<file path="config.mk">
export PLATFORM = sky130hd
export DESIGN_NAME = image_header_size_parser
export DESIGN_NICKNAME = d
export VERILOG_FILES = /design/src/sv/ihs_pkg.sv /design/src/sv/image_header_size_parser.sv
export VERILOG_INCLUDE_DIRS = /design/src /design/src/sv
export SDC_FILE = /design/constraint.sdc
export NUM_CORES = 1
export LEC_CHECK = 0
export BUFFER_PORTS_ARGS = -buffer_cell sky130_fd_sc_hd__buf_2
export CELL_PAD_IN_SITES_DETAIL_PLACEMENT = 0
export CELL_PAD_IN_SITES_GLOBAL_PLACEMENT = 2
export CORE_UTILIZATION = 35
export DETAILED_ROUTE_END_ITERATION = 10
export MAX_ROUTING_LAYER = met4
export PLACE_DENSITY = 0.83
export SETUP_SLACK_MARGIN = 0.05
export SLEW_MARGIN = 0
export SYNTH_ARGS = -nofsm -noshare
export SYNTH_HDL_FRONTEND = slang
export SYNTH_SLANG_ARGS = --single-unit
export TNS_END_PERCENT = 1
</file>
<file path="constraint.sdc">
create_clock -name clk -period 9.7 [get_ports clk]
set_clock_uncertainty 0.1 [all_clocks]
set_input_delay 0.97 -clock clk [delete_from_list [all_inputs] [get_ports clk]]
set_output_delay 0.97 -clock clk [all_outputs]
set_load 0.05 [all_outputs]
</file>
<file path="src/sv/image_header_size_parser_assert.svh">
// Assertion macros for the image header size parser.
// Used by image_header_size_parser.sv; depends on nothing else.
`ifndef IMAGE_HEADER_SIZE_PARSER_ASSERT_SVH
`define IMAGE_HEADER_SIZE_PARSER_ASSERT_SVH

// Same-cycle implication, disabled while reset is asserted.
`define IHS_ASSERT_IMPLY(label, clk, rst_n, ante, cons, msg) \
	label: assert property (@(posedge clk) disable iff (!(rst_n)) (ante) |-> (cons)) \
		else $error(msg);

// Next-cycle implication, disabled while reset is asserted.
`define IHS_ASSERT_NEXT(label, clk, rst_n, ante, cons, msg) \
	label: assert property (@(posedge clk) disable iff (!(rst_n)) (ante) |=> (cons)) \
		else $error(msg);

`endif

</file>
<file path="src/sv/ihs_pkg.sv">
// Package for the image header size parser: format codes, JPEG walk phases,
// scan outcome codes and marker constants. No dependencies.
package ihs_pkg;

	// image format codes
	localparam logic [1:0] FMT_NONE = 2'd0;
	localparam logic [1:0] FMT_PNG  = 2'd1;
	localparam logic [1:0] FMT_JPEG = 2'd2;
	localparam logic [1:0] FMT_BMP  = 2'd3;

	// byte counter saturates here
	localparam logic [4:0] POS_LIMIT = 5'd26;

	// first-byte signatures
	localparam logic [7:0] PNG_LEAD  = 8'h89;
	localparam logic [7:0] JPEG_LEAD = 8'hFF;
	localparam logic [7:0] BMP_LEAD  = 8'h42;
	localparam logic [7:0] BMP_SECOND = 8'h4D;

	localparam logic [7:0] PNG_MAGIC [8] = '{8'h89, 8'h50, 8'h4E, 8'h47,
		8'h0D, 8'h0A, 8'h1A, 8'h0A};

	// JPEG markers
	localparam logic [7:0] MK_FILL = 8'hFF;
	localparam logic [7:0] MK_SOI  = 8'hD8;
	localparam logic [7:0] MK_EOI  = 8'hD9;
	localparam logic [7:0] MK_SOS  = 8'hDA;
	localparam logic [7:0] MK_SOF_LO = 8'hC0;
	localparam logic [7:0] MK_SOF_HI = 8'hCF;
	localparam logic [7:0] MK_DHT  = 8'hC4;
	localparam logic [7:0] MK_JPG  = 8'hC8;
	localparam logic [7:0] MK_DAC  = 8'hCC;

	// smallest SOF length that carries both dimensions
	localparam logic [15:0] SOF_MIN_LEN = 16'd7;
	// SOF body counter saturates here
	localparam logic [7:0] SOF_IDX_LIMIT = 8'd5;

	typedef enum logic [4:0] {
		PH_SEEK   = 5'b00001,
		PH_FILL   = 5'b00010,
		PH_LEN_HI = 5'b00100,
		PH_LEN_LO = 5'b01000,
		PH_BODY   = 5'b10000
	} jpeg_phase_t;

	typedef enum logic [1:0] {
		SCAN_SEARCH = 2'd0,
		SCAN_FOUND  = 2'd1,
		SCAN_FAILED = 2'd2
	} scan_outcome_t;

	typedef struct packed {
		logic [30:0] image_height;
		logic [30:0] image_width;
		logic [1:0]  image_format;
		logic        size_found;
	} result_t;

	function automatic logic is_sof(input logic [7:0] m);
		return (m >= MK_SOF_LO) && (m <= MK_SOF_HI) &&
			(m != MK_DHT) && (m != MK_JPG) && (m != MK_DAC);
	endfunction

endpackage

</file>
<file path="src/sv/image_header_size_parser.sv">
// Image header size parser: streams an image file and reports format and size.
// Depends on ihs_pkg and image_header_size_parser_assert.svh.
//
// Usage:
//   Slave channel (s_*): one file byte per transfer in s_tdata, s_tlast set on
//   the final byte of the file. Master channel (m_*): one result transfer per
//   file, issued after the byte marked last; no transfer for other bytes.
//   m_tuser carries size_found and image_format, m_tdata width and height.
//   Formats: PNG (signature, big-endian dims at bytes 16/20), BMP ('BM',
//   little-endian dims at 18/22, absolute height), JPEG (marker walk to the
//   first SOF of length 7 or more). Failed size gives width = height = 0.
// Pipeline: a byte is held in the input register; a last byte's result is
//   loaded into the result register, which drives m_tvalid.
// Throughput: one byte per cycle unless a last byte waits on a full result
//   register, set by the combinational state update between the registers.
// Reset: arst_n clears the input and result valids and all parse state; the
//   block is ready as soon as reset is released. Parse state also returns to
//   its reset value after every last byte, ready for the next file.
// Stall: while a result waits on m_tready, bytes that are not marked last keep
//   flowing; a second last byte waits in the input register and s_tready drops.
`include "image_header_size_parser_assert.svh"

module image_header_size_parser (
	input  logic        clk,
	input  logic        arst_n,
	input  logic        s_tvalid,
	output logic        s_tready,
	input  logic [7:0]  s_tdata,   // [7:0] data_byte
	input  logic        s_tlast,   // last_byte
	output logic        m_tvalid,
	input  logic        m_tready,
	output logic [63:0] m_tdata,   // [30:0] image_width, [61:31] image_height, [63:62] zero
	output logic [2:0]  m_tuser    // [0] size_found, [2:1] image_format
);

	// input register
	logic       valid_s1;
	logic [7:0] byte_s1;
	logic       last_s1;
	logic       fire_s1;

	// parse state
	logic [4:0]                 pos_q, pos_d;
	logic [1:0]                 fmt_q, fmt_d;
	logic                       sig_ok_q, sig_ok_d;
	ihs_pkg::jpeg_phase_t       phase_q, phase_d;
	logic [15:0]                seg_rem_q, seg_rem_d;
	logic                       seg_frame_q, seg_frame_d;
	logic [7:0]                 hold_q, hold_d;
	logic [31:0]                width_q, width_d;
	logic [31:0]                height_q, height_d;
	ihs_pkg::scan_outcome_t     scan_q, scan_d;

	// result register
	logic                       out_valid_q;
	ihs_pkg::result_t           result_q, result_d;

	logic [15:0] seg_len;
	logic [15:0] seg_rem_dec;
	logic [4:0]  bmp_w_off, bmp_h_off;
	logic [31:0] bmp_abs_h;

	// a byte leaves the input register unless it is last and the result slot is busy
	assign fire_s1  = valid_s1 && (!last_s1 || !out_valid_q || m_tready);
	assign s_tready = !valid_s1 || fire_s1;

	always_ff @(posedge clk or negedge arst_n) begin
		if (!arst_n) begin
			valid_s1 <= 1'b0;
		end else if (s_tready) begin
			valid_s1 <= s_tvalid;
		end
	end

	always_ff @(posedge clk) begin
		if (s_tvalid && s_tready) begin
			byte_s1 <= s_tdata;
			last_s1 <= s_tlast;
		end
	end

	assign seg_len     = {hold_q, byte_s1};
	assign seg_rem_dec = seg_rem_q - 16'd1;
	assign bmp_w_off   = pos_q - 5'd18;
	assign bmp_h_off   = pos_q - 5'd22;

	// next-state logic for one byte, plus the result on a last byte
	always_comb begin
		pos_d       = pos_q;
		fmt_d       = fmt_q;
		sig_ok_d    = sig_ok_q;
		phase_d     = phase_q;
		seg_rem_d   = seg_rem_q;
		seg_frame_d = seg_frame_q;
		hold_d      = hold_q;
		width_d     = width_q;
		height_d    = height_q;
		scan_d      = scan_q;
		result_d    = '0;
		bmp_abs_h   = '0;

		if (pos_q == 5'd0) begin
			priority if (byte_s1 == ihs_pkg::PNG_LEAD) fmt_d = ihs_pkg::FMT_PNG;
			else if (byte_s1 == ihs_pkg::JPEG_LEAD)    fmt_d = ihs_pkg::FMT_JPEG;
			else if (byte_s1 == ihs_pkg::BMP_LEAD)     fmt_d = ihs_pkg::FMT_BMP;
			else                                       fmt_d = ihs_pkg::FMT_NONE;
		end else if (fmt_q == ihs_pkg::FMT_PNG) begin
			if (pos_q < 5'd8) begin
				if (byte_s1 != ihs_pkg::PNG_MAGIC[pos_q[2:0]]) sig_ok_d = 1'b0;
			end else if (pos_q >= 5'd16 && pos_q < 5'd20) begin
				width_d = {width_q[23:0], byte_s1};
			end else if (pos_q >= 5'd20 && pos_q < 5'd24) begin
				height_d = {height_q[23:0], byte_s1};
			end
		end else if (fmt_q == ihs_pkg::FMT_BMP) begin
			if (pos_q == 5'd1) begin
				if (byte_s1 != ihs_pkg::BMP_SECOND) sig_ok_d = 1'b0;
			end else if (pos_q >= 5'd18 && pos_q < 5'd22) begin
				width_d[{bmp_w_off[1:0], 3'b000} +: 8] =
					width_q[{bmp_w_off[1:0], 3'b000} +: 8] | byte_s1;
			end else if (pos_q >= 5'd22 && pos_q < 5'd26) begin
				height_d[{bmp_h_off[1:0], 3'b000} +: 8] =
					height_q[{bmp_h_off[1:0], 3'b000} +: 8] | byte_s1;
			end
		end else if (fmt_q == ihs_pkg::FMT_JPEG) begin
			if (pos_q == 5'd1) begin
				if (byte_s1 != ihs_pkg::MK_SOI) sig_ok_d = 1'b0;
			end else if (sig_ok_q && scan_q == ihs_pkg::SCAN_SEARCH) begin
				// marker segment walk
				unique case (phase_q)
					ihs_pkg::PH_SEEK: begin
						if (byte_s1 == ihs_pkg::MK_FILL) phase_d = ihs_pkg::PH_FILL;
					end
					ihs_pkg::PH_FILL: begin
						if (byte_s1 == ihs_pkg::MK_EOI || byte_s1 == ihs_pkg::MK_SOS) begin
							scan_d = ihs_pkg::SCAN_FAILED;
						end else if (byte_s1 != ihs_pkg::MK_FILL) begin
							seg_frame_d = ihs_pkg::is_sof(byte_s1);
							phase_d     = ihs_pkg::PH_LEN_HI;
						end
					end
					ihs_pkg::PH_LEN_HI: begin
						hold_d  = byte_s1;
						phase_d = ihs_pkg::PH_LEN_LO;
					end
					ihs_pkg::PH_LEN_LO: begin
						if (seg_len < 16'd2) begin
							scan_d = ihs_pkg::SCAN_FAILED;
						end else begin
							if (seg_len < ihs_pkg::SOF_MIN_LEN) seg_frame_d = 1'b0;
							seg_rem_d = seg_len - 16'd2;
							hold_d    = '0;
							phase_d   = (seg_len == 16'd2) ? ihs_pkg::PH_SEEK
								: ihs_pkg::PH_BODY;
						end
					end
					ihs_pkg::PH_BODY: begin
						// hold counts SOF body bytes: precision, height x2, width x2
						if (seg_frame_q) begin
							if (hold_q == 8'd1 || hold_q == 8'd2)
								height_d = {16'd0, height_q[7:0], byte_s1};
							else if (hold_q == 8'd3 || hold_q == 8'd4)
								width_d = {16'd0, width_q[7:0], byte_s1};
							if (hold_q < ihs_pkg::SOF_IDX_LIMIT) hold_d = hold_q + 8'd1;
						end
						seg_rem_d = seg_rem_dec;
						if (seg_rem_dec == 16'd0) begin
							if (seg_frame_q)
								scan_d = (width_d != '0 && height_d != '0)
									? ihs_pkg::SCAN_FOUND : ihs_pkg::SCAN_FAILED;
							phase_d = ihs_pkg::PH_SEEK;
						end
					end
					default: phase_d = ihs_pkg::PH_SEEK;
				endcase
			end
		end

		pos_d = (pos_q < ihs_pkg::POS_LIMIT) ? pos_q + 5'd1 : ihs_pkg::POS_LIMIT;

		if (last_s1) begin
			bmp_abs_h = height_d[31] ? (32'd0 - height_d) : height_d;
			if (sig_ok_d) begin
				if (fmt_d == ihs_pkg::FMT_PNG && pos_d >= 5'd8) begin
					result_d.image_format = ihs_pkg::FMT_PNG;
					if (pos_d >= 5'd24 && width_d != '0 && !width_d[31] &&
						height_d != '0 && !height_d[31]) begin
						result_d.size_found   = 1'b1;
						result_d.image_width  = width_d[30:0];
						result_d.image_height = height_d[30:0];
					end
				end else if (fmt_d == ihs_pkg::FMT_JPEG && pos_d >= 5'd2) begin
					result_d.image_format = ihs_pkg::FMT_JPEG;
					if (scan_d == ihs_pkg::SCAN_FOUND) begin
						result_d.size_found   = 1'b1;
						result_d.image_width  = width_d[30:0];
						result_d.image_height = height_d[30:0];
					end
				end else if (fmt_d == ihs_pkg::FMT_BMP && pos_d >= 5'd2) begin
					result_d.image_format = ihs_pkg::FMT_BMP;
					if (pos_d >= 5'd26 && width_d != '0 && !width_d[31] &&
						bmp_abs_h != '0 && !bmp_abs_h[31]) begin
						result_d.size_found   = 1'b1;
						result_d.image_width  = width_d[30:0];
						result_d.image_height = bmp_abs_h[30:0];
					end
				end
			end
			// back to reset values for the next file
			pos_d       = '0;
			fmt_d       = ihs_pkg::FMT_NONE;
			sig_ok_d    = 1'b1;
			phase_d     = ihs_pkg::PH_SEEK;
			seg_rem_d   = '0;
			seg_frame_d = 1'b0;
			hold_d      = '0;
			width_d     = '0;
			height_d    = '0;
			scan_d      = ihs_pkg::SCAN_SEARCH;
		end
	end

	always_ff @(posedge clk or negedge arst_n) begin
		if (!arst_n) begin
			pos_q       <= '0;
			fmt_q       <= ihs_pkg::FMT_NONE;
			sig_ok_q    <= 1'b1;
			phase_q     <= ihs_pkg::PH_SEEK;
			seg_rem_q   <= '0;
			seg_frame_q <= 1'b0;
			hold_q      <= '0;
			width_q     <= '0;
			height_q    <= '0;
			scan_q      <= ihs_pkg::SCAN_SEARCH;
		end else if (fire_s1) begin
			pos_q       <= pos_d;
			fmt_q       <= fmt_d;
			sig_ok_q    <= sig_ok_d;
			phase_q     <= phase_d;
			seg_rem_q   <= seg_rem_d;
			seg_frame_q <= seg_frame_d;
			hold_q      <= hold_d;
			width_q     <= width_d;
			height_q    <= height_d;
			scan_q      <= scan_d;
		end
	end

	// result register: loaded by a last byte, freed by a master transfer
	always_ff @(posedge clk or negedge arst_n) begin
		if (!arst_n) begin
			out_valid_q <= 1'b0;
		end else if (fire_s1 && last_s1) begin
			out_valid_q <= 1'b1;
		end else if (m_tready) begin
			out_valid_q <= 1'b0;
		end
	end

	always_ff @(posedge clk) begin
		if (fire_s1 && last_s1) begin
			result_q <= result_d;
		end
	end

	assign m_tvalid = out_valid_q;
	assign m_tdata  = {2'b00, result_q.image_height, result_q.image_width};
	assign m_tuser  = {result_q.image_format, result_q.size_found};

	// checks
	`IHS_ASSERT_IMPLY(a_found_has_format, clk, arst_n, m_tvalid && m_tuser[0], m_tuser[2:1] != ihs_pkg::FMT_NONE, "size found without a recognized format")
	`IHS_ASSERT_IMPLY(a_fail_zero_dims, clk, arst_n, m_tvalid && !m_tuser[0], m_tdata[61:0] == '0, "failed result carries nonzero dimensions")
	`IHS_ASSERT_NEXT(a_state_cleared, clk, arst_n, fire_s1 && last_s1, pos_q == '0 && phase_q == ihs_pkg::PH_SEEK && scan_q == ihs_pkg::SCAN_SEARCH && sig_ok_q, "parse state not cleared after last byte")
	`IHS_ASSERT_IMPLY(a_pos_bound, clk, arst_n, valid_s1, pos_q <= ihs_pkg::POS_LIMIT, "byte position beyond saturation limit")

endmodule

</file>
==> results of run 1 <==
==> flip-flops by register name, indices dropped and copies added, names as in the netlist <==
register	count
valid_s1	1
m_tdata	62
byte_s1	8
m_tuser	3
fmt_q	2
sig_ok_q	1
seg_frame_q	1
scan_q	2
pos_q	5
last_s1	1
height_q	32
phase_q	5
hold_q	8
m_tvalid	1
width_q	32
seg_rem_q	16
==> cell usage after synthesis (all sizes together) (10+ instances only) <==
master  instances  area (um^2)
a211o          20          175
a211oi         17          128
a21o           15          113
a21oi         109          546
a221oi         18          188
a22o           27          236
a22oi          33          248
a31oi          22          144
and2           12         75.1
and3           17          106
buf            36          215
clkbuf         90          339
dfrtp         104         2600
edfxtp         74         2220
ha             16          200
inv            39          146
mux2i          20          200
mux4           10          225
nand2         192          721
nand2b         14         87.6
nand3          41          205
nand3b         14          105
nand4          29          194
nor2          119          452
nor2b          13         81.3
nor3           48          273
nor4           33          236
o21ai         158          795
o22ai          28          175
o31ai          10         88.8
or2            25          156
or3            14         87.6
xnor2          24          210
xor2           16          140
==> cells in the final DEF, fill, tap and decap left out, types with 17 or more instances in the layout <==
master	count
nand2_1	191
o21ai_0	138
nor2_1	117
a21oi_1	109
dfrtp_1	104
buf_2	78
edfxtp_1	74
nor3_1	44
buf_4	44
nand3_1	41
inv_1	38
a22oi_1	33
nor4_1	31
o22ai_1	28
nand4_1	27
a22o_1	27
xnor2_1	24
or2_2	22
a31oi_1	21
a211o_1	20
mux2i_1	20
o21ai_1	19
and3_1	17
a211oi_1	17
clkbuf_16	17
==> final cells by class <==
cell class                 count  area, um^2
sequential                   180        4880
clock buffer                  17         425
timing repair buffer         122         721
inverter                      39         146
tap                          511         639
fill                        3941       22900
multi-input combinational   1269        8030
clock inverter                15         169
==> metal layers <==
| metal | vias up | track usage (%) | part of all wire [%] |
|---|---|---|---|
| met5 | - | - | 0 |
| met2 | 647 | 43.3 | 46 |
| met3 | 127 | 4.19 | 6.4 |
| li1 | 6171 | - | - |
| met1 | 6777 | 37.9 | 44 |
| met4 | 0 | 13.5 | 4.2 |
==> path summary, 6_finish.rpt <==
path                            slack, ns          from  depth (start not counted)            to
worst max-delay path                 2.54     hold_q[0]                         17    m_tdata[3]
worst min-delay path                 0.36        arst_n                          1      valid_s1
worst max register to register       2.54     hold_q[0]                         17    m_tdata[3]
worst min register to register       0.41  seg_rem_q[1]                          2  seg_rem_q[1]
max in group asynchronous            7.73        arst_n                          2   width_q[30]
min in group clk                     0.41  seg_rem_q[1]                          2  seg_rem_q[1]
==> logic make-up (layout without fill, tap and decap cells) <==
logic type                 Yosys count  after routing  share of synthesized area, %
and+or+nand+nor                    618            618                          23.8
AOI/OAI and AO/OA                  560            560                          27.7
DFF                                180            180                          35.9
buffers and inverters              165            193                          5.15
xor gates and xnor gates            40             40                          2.58
muxes                               33             33                          3.38
adders and majority gates           16             16                          1.47
other                                1              2                        0.0276
==> metrics by stage <==
stage / hold WS [ns] / instances / cell area, um^2 / setup slack [ns] / total power, W
after floorplan: 0.364 / 1614 / 13600 / 4.34 / 0.00156
after global placement: 0.385 / 2121 / 14400 / 2.84 / 0.00188
after detailed placement: 0.396 / 2121 / 14400 / 2.80 / 0.00188
after CTS: 0.379 / 2153 / 15000 / 2.74 / 0.00262
after global routing: 0.397 / 2153 / 15000 / 2.32 / 0.00275
final: 0.357 / 2153 / 15000 / 2.54 / 0.00263
==> where the power goes <==
group | leakage (nW) | internal [W] | total (W) | switching (W)
clock network | 0.284 | 0.000387 | 0.000736 | 0.000350
registers | 2.15 | 0.000858 | 0.000968 | 0.000110
logic | 3.14 | 0.000276 | 0.000923 | 0.000647
==> flow_summary.toml, run 1 <==
[layout]
n_antenna_cell = 0
drive_gt1_share_pct = 13.8
utilization_pct = 39.6
syn2layout_area_growth_pct = 10.3
nets = 1658

[drt]
dr.pass1.iters = 8
wl_mm = 54.5
vias_per_cell = 6.37
postRouteAntennaNets = 0
drc = 0
wl_per_cell_um = 25.3
initialDrtViolationCount = 1455
vias = 13700

[setup_path]
crit_chain = "inv_1 -> ha_1 -> nor2_1 -> o2111ai_1 -> or4_1 -> a21o_1 -> a221oi_1 -> nand3_1 -> nor4_1 -> nand4_1 -> nor3_1 -> a21oi_1 -> o31ai_4 -> buf_4 -> or2_1 -> buf_4 -> a21oi_1"
worstPathArrival_ns = 7.25
slowest_stage = "or4_1"
start_kind = "flop"
cp_num_buf_inv = 3
cpPeakStageDelay_ns = 0.89
cp_top_family = "simple AND/OR/NAND/NOR gates"
required_ns = 9.79
setup.worst_path.end_class = "flop"
critPathMaxFanout = 33
critPathKind = "flop to flop"

[sta]
finalMaxSlewViolations = 0
hold_violations = 0
max_slew_margin_pct = 16.2
fmax_mhz = 140
period_share_pct = 73.8
fin_crit_ns = 7.16
fin_tns_setup_ns = 0
rsz0062_at_grt = "no"
setup_viol = 0
worst_pin_slew_ns = 1.24

[clocking]
cts.sinks = 180
post_cts_resize_count = 0
clockRootBuffer = "clkbuf_16"
cts_buffers = 17
cts_setup_buffers = 0
postCtsHoldBufs = 0
cts_buffer_depth = 2
h-tree-depth = 4
clk_pin_slew_ns = 0.08
clk_latency_ns = 0.48
cts_tree = "built"

[yosys]
synth_edf_count = 74
syn_area_um2 = 13600
avgSynthCellArea_um2 = 8.43
ys_async_sr_fraction_pct = 58.9
synthFlopType = "dfrtp_1"
ys_seq_area_share_pct = 35.9
synth-seq-cells = 180
ys_warn_count = 0
synthCells = 1613
yosysUniqueCellTypes = 103

[grt]
grt_pass1_wl_mm = 82.6
grt_max_degree = 70
antenna_found_initial = 0
grt_pass1_vias = 12900
grt.total_usage_pct = 28.7
grt_overflow = 0

[placement]
hpwl_mm = 38.8
port-buffer-count = 79
gp_congestion = 1.01

[die]
io_pins = 82
num_rows = 71
die_w_um = 199
initial_core_util_pct = 35.9
core_um2 = 37900
die_area_um2 = 39600
dieHeight_um = 199

[power]
p_leak_nw = 5.58
ir_drop_mv = 0.124
power_density_nw_per_um2 = 175

[run]
drv_cap = 0

[status]
status = "finished, final reports clean"

[hold_path]
hp-class = "input pin to async pin"
(Power assumes the default switching activity.)
==> run 2: changes to the inputs <==
PLACE_DENSITY = 0.86   (was 0.83)
clock period = 6.2 ns   (was 9.7 ns; I/O delays follow)
==> flow_summary.toml, run 2 (synthesis results as in run 1) <==
[die]
initial_core_util_pct = 35.9
die_w_um = 199
num_rows = 71
dieHeight_um = 199
die_area_um2 = 39600
io_pins = 82
core_um2 = 37900

[sta]
fmax_mhz = 173
fin_crit_ns = 5.77
rsz0062_at_grt = "no"
finalMaxSlewViolations = 0
worst_pin_slew_ns = 1.17
period_share_pct = 93.1
max_slew_margin_pct = 21.0
setup_viol = 0
hold_violations = 0
layout_setup_ws_ns = 0.426
fin_tns_setup_ns = 0

[power]
ir_drop_mv = 0.201
switching_power_w = 0.00177
p_sw_share_pct = 42.3
power.internal_w = 0.00241
power_density_nw_per_um2 = 272
seqPwrFrac_pct = 36.5
p_leak_nw = 5.78
pwr-share-clk_pct = 27.9
combPwrFrac_pct = 35.7

[drt]
vias_per_cell = 6.30
wl_met3_mm = 3.49
initialDrtViolationCount = 1412
postRouteAntennaNets = 0
top_layer = "met4"
wl_met2_mm = 25.9
wl_mm = 55.6
vias = 13800
drt-met1-wl_mm = 24.1
wl_per_cell_um = 25.4
dr.pass1.iters = 6
drc = 0

[layout]
post_layout_nonfiller_instances = 2192
drive_gt1_share_pct = 15.9
syn2layout_area_growth_pct = 12.7
nets = 1697
n_antenna_cell = 0
final_common_cell = "nand2_1"
largest_register_ffs = 62
layout_common_cells = "nand2_1 (191), o21ai_0 (138), nor2_1 (116), a21oi_1 (109), dfrtp_1 (104)"

[grt]
grt_pass1_vias = 13300
antenna_found_initial = 0
grt_max_degree = 66
grt.total_usage_pct = 29.5
grt_pass1_wl_mm = 85.0
grt_overflow = 0

[hold_path]
hp-class = "input pin to async pin"

[setup_path]
cpPeakStageDelay_ns = 0.67
start_kind = "flop"
cp_common_cell = "buf_4"
required_ns = 6.32
worstPathArrival_ns = 5.89
critPathMaxFanout = 22
cp_num_buf_inv = 3
slowest_stage = "a221oi_1"
critPathKind = "flop to flop"
setup.worst_path.end_class = "flop"
crit_chain = "inv_1 -> ha_1 -> nor2_2 -> o2111ai_1 -> or4_1 -> buf_4 -> a21o_1 -> a221oi_1 -> nand3_1 -> nor4_1 -> nand4_1 -> nor3_1 -> a21oi_1 -> o31ai_4 -> buf_4 -> o21bai_1 -> a221o_1"
cp_top_family = "compound AO/OA/AOI/OAI gates"

[clocking]
h-tree-depth = 4
clk_pin_slew_ns = 0.08
cts_tree = "built"
cts.sinks = 180
cts_setup_buffers = 0
cts_buffers = 17
cts_buffer_depth = 2
clk_latency_ns = 0.47
clockRootBuffer = "clkbuf_16"

[placement]
hpwl_mm = 40.6
dp_cells = 2160
port-buffer-count = 79
pre_cts_ws_ns = 0.368
gp_congestion = 1.01

[status]
status = "finished, final reports clean"

[run]
drv_cap = 0
## run 2: per-layer routing
layer | up-vias | global-route usage (%)
met1 | 6850 | 38.7
met3 | 106 | 3.95
li1 | 6231 | -
met5 | - | -
met2 | 622 | 45.7
met4 | 0 | 12.3
## run 2: timing repair
item | 4_1_cts | 5_1_grt
hold buffers | 0 | 0
gates resized for setup | 0 | 2
endpoints found under the setup margin | 0 | 12
## run 2: per-stage QoR
| stage | instance area (um^2) | hold slack, ns | util, % | power [W] |
|---|---|---|---|---|
| after global routing | 15300 | 0.155 | 40.4 | 0.00435 |
| after detailed placement | 14700 | 0.419 | 38.8 | 0.00299 |
| final | 15300 | 0.113 | 40.4 | 0.00418 |
| after floorplan | 13600 | 0.224 | - | 0.00245 |
| after global placement | 14700 | 0.402 | 38.8 | 0.00300 |
| after CTS | 15300 | 0.134 | 40.4 | 0.00415 |
## run 2: path summary, 6_finish.rpt
| check | from | endpoint | slack (ns) | cells after the start |
|---|---|---|---|---|
| max in group asynchronous | arst_n | width_q[24] | 4.52 | 2 |
| worst min register to register | seg_rem_q[1] | seg_rem_q[1] | 0.43 | 2 |
| worst min-delay path | arst_n | valid_s1 | 0.11 | 1 |
| worst max register to register | hold_q[0] | m_tdata[42] | 0.43 | 17 |
| worst max-delay path | hold_q[0] | m_tdata[42] | 0.43 | 17 |
| min in group clk | s_tdata[2] | byte_s1[2] | 0.23 | 1 |
## run 2: power groups by stage
stage | combinational (W) | clock, W | sequential [W]
CTS | 0.00146 | 0.00118 | 0.00152
detailed placement | 0.00145 | 0 | 0.00154
finish | 0.00149 | 0.00116 | 0.00152
floorplan | 0.000931 | 0 | 0.00152
global placement | 0.00146 | 0 | 0.00154
global route | 0.00160 | 0.00122 | 0.00153
## run 2: cell type report
class,instances,area [um^2]
clock buffers,18,429
clock inverters,14,165
fillers,3888,22600
inverters,39,146
multi-input cells,1269,8030
flip-flops and latches,180,4880
well taps,511,639
repair buffers,161,1040
==> run 3: changes to the inputs <==
PLACE_DENSITY = not set   (was 0.86)
PLACE_DENSITY_LB_ADDON = 0.15   (was not set)
==> flow_summary.toml, run 3 (synthesis results as in run 1) <==
[setup_path]
crit_chain = "buf_4 -> ha_1 -> o21ai_1 -> a32oi_1 -> o21ai_0 -> a211oi_1 -> nor4b_2 -> and3_1 -> nand2_1 -> nor4b_1 -> o2111ai_2 -> o31ai_4 -> buf_4 -> nor2_1 -> a221o_1"
slowest_stage = "a32oi_1"
critPathMaxFanout = 35
setup.worst_path.end_class = "flop"
critPathKind = "flop to flop"
crit_cells = 15
cp_top_family = "compound AO/OA/AOI/OAI gates"
cp_common_cell = "buf_4"
worstPathArrival_ns = 5.95
worstRegToRegCells = 15
start_kind = "flop"
cpPeakStageDelay_ns = 0.50
cp_num_buf_inv = 2
required_ns = 6.33

[drt]
drc = 0
initialDrtViolationCount = 1088
wl_mm = 58.5
wl_per_cell_um = 26.7
postRouteAntennaNets = 0
vias = 13700
dr.pass1.iters = 6
vias_per_cell = 6.23

[sta]
rsz0062_at_grt = "no"
setup_viol = 0
max_slew_margin_pct = 19.2
period_share_pct = 93.8
hold_violations = 0
worst_pin_slew_ns = 1.20
fin_tns_setup_ns = 0
fin_crit_ns = 5.82
finalMaxSlewViolations = 0
fmax_mhz = 172

[clocking]
postCtsHoldBufs = 0
cts.sinks = 180
cts_tree = "built"
clk_latency_ns = 0.49
clk_pin_slew_ns = 0.08
clockRootBuffer = "clkbuf_16"
h-tree-depth = 4
cts_buffers = 17
cts_buffer_depth = 2

[layout]
nets = 1701
syn2layout_area_growth_pct = 12.8
finalInstanceArea_um2 = 15300
largest_register_ffs = 62
post_layout_nonfiller_instances = 2196
n_antenna_cell = 0
fillCellCount = 3991
final_common_cell = "nand2_1"
drive_gt1_share_pct = 16.3
layout_common_cells = "nand2_1 (191), o21ai_0 (138), nor2_1 (116), a21oi_1 (109), dfrtp_1 (104)"

[grt]
grt.total_usage_pct = 31.0
top_usage_layer = "met2"
grt_use_met1_pct = 38.7
antenna_found_initial = 0
grt_pass1_vias = 13300
grt_pass1_wl_mm = 87.6
grt_use_met3_pct = 4.44
grt_max_degree = 71
grt_overflow = 0
gr-usage-met2_pct = 48.8

[die]
io_pins = 82
dieHeight_um = 199
die_w_um = 199
core_um2 = 37900
num_rows = 71
initial_core_util_pct = 35.9
die_area_um2 = 39600

[placement]
port-buffer-count = 79
placed_area_um2 = 14800
hpwl_mm = 43.4
gp_congestion = 1.00
dp_cells = 2164

[status]
status = "finished, final reports clean"

[hold_path]
hp-class = "input pin to async pin"

[run]
drv_cap = 0

[power]
ir_drop_mv = 0.208
p_leak_nw = 5.78
power_density_nw_per_um2 = 268
-- run 3: layer usage --
layer	routed length [um]	up-vias
li1	-	6240
met1	25100	6787
met2	27600	534
met3	3070	124
met4	2800	0
met5	0	-
-- run 3: layout make-up --
cell class	count	area [um^2]	share of cell area (%)
multi-input combinational	1269	8060	52.6
sequential	180	4880	31.8
timing repair buffer	165	1070	6.96
tap	511	639	4.17
clock buffer	18	429	2.80
inverter	39	146	0.954
clock inverter	14	120	0.783
-- run 3: path summary, 6_finish.rpt --
path | end | slack [ns] | start
worst max-delay path | m_tdata[59] | 0.38 | pos_q[1]
min in group clk | byte_s1[6] | 0.21 | s_tdata[6]
worst min register to register | seg_rem_q[1] | 0.42 | seg_rem_q[1]
max in group asynchronous | height_q[20] | 4.69 | arst_n
worst min-delay path | seg_rem_q[11] | 0.18 | arst_n
worst max register to register | m_tdata[59] | 0.38 | pos_q[1]
-- run 3: report_power, final --
group,switching (W),total [W],leakage (nW),internal [W]
registers,0.000182,0.00152,2.15,0.00134
logic,0.00104,0.00151,3.37,0.000469
clock network,0.000554,0.00108,0.261,0.000524
total,0.00178,0.00412,5.78,0.00234
-- run 3: repair_timing --
| action | CTS | global route |
|---|---|---|
| buffers inserted | 0 | 0 |
| pin swaps | 0 | 0 |
| resized for setup | 3 | 3 |
| setup endpoints to repair | 63 | 61 |
-- run 3: through the flow --
stage	util, %	hold slack (ns)	setup WS (ns)	power, W
finish	40.5	0.183	0.382	0.00412
CTS	40.4	0.189	0.105	0.00411
floorplan	-	0.224	0.837	0.00245
global placement	38.9	0.386	-0.552	0.00302
detailed placement	38.9	0.395	-0.539	0.00302
global route	40.5	0.191	0.0593	0.00430
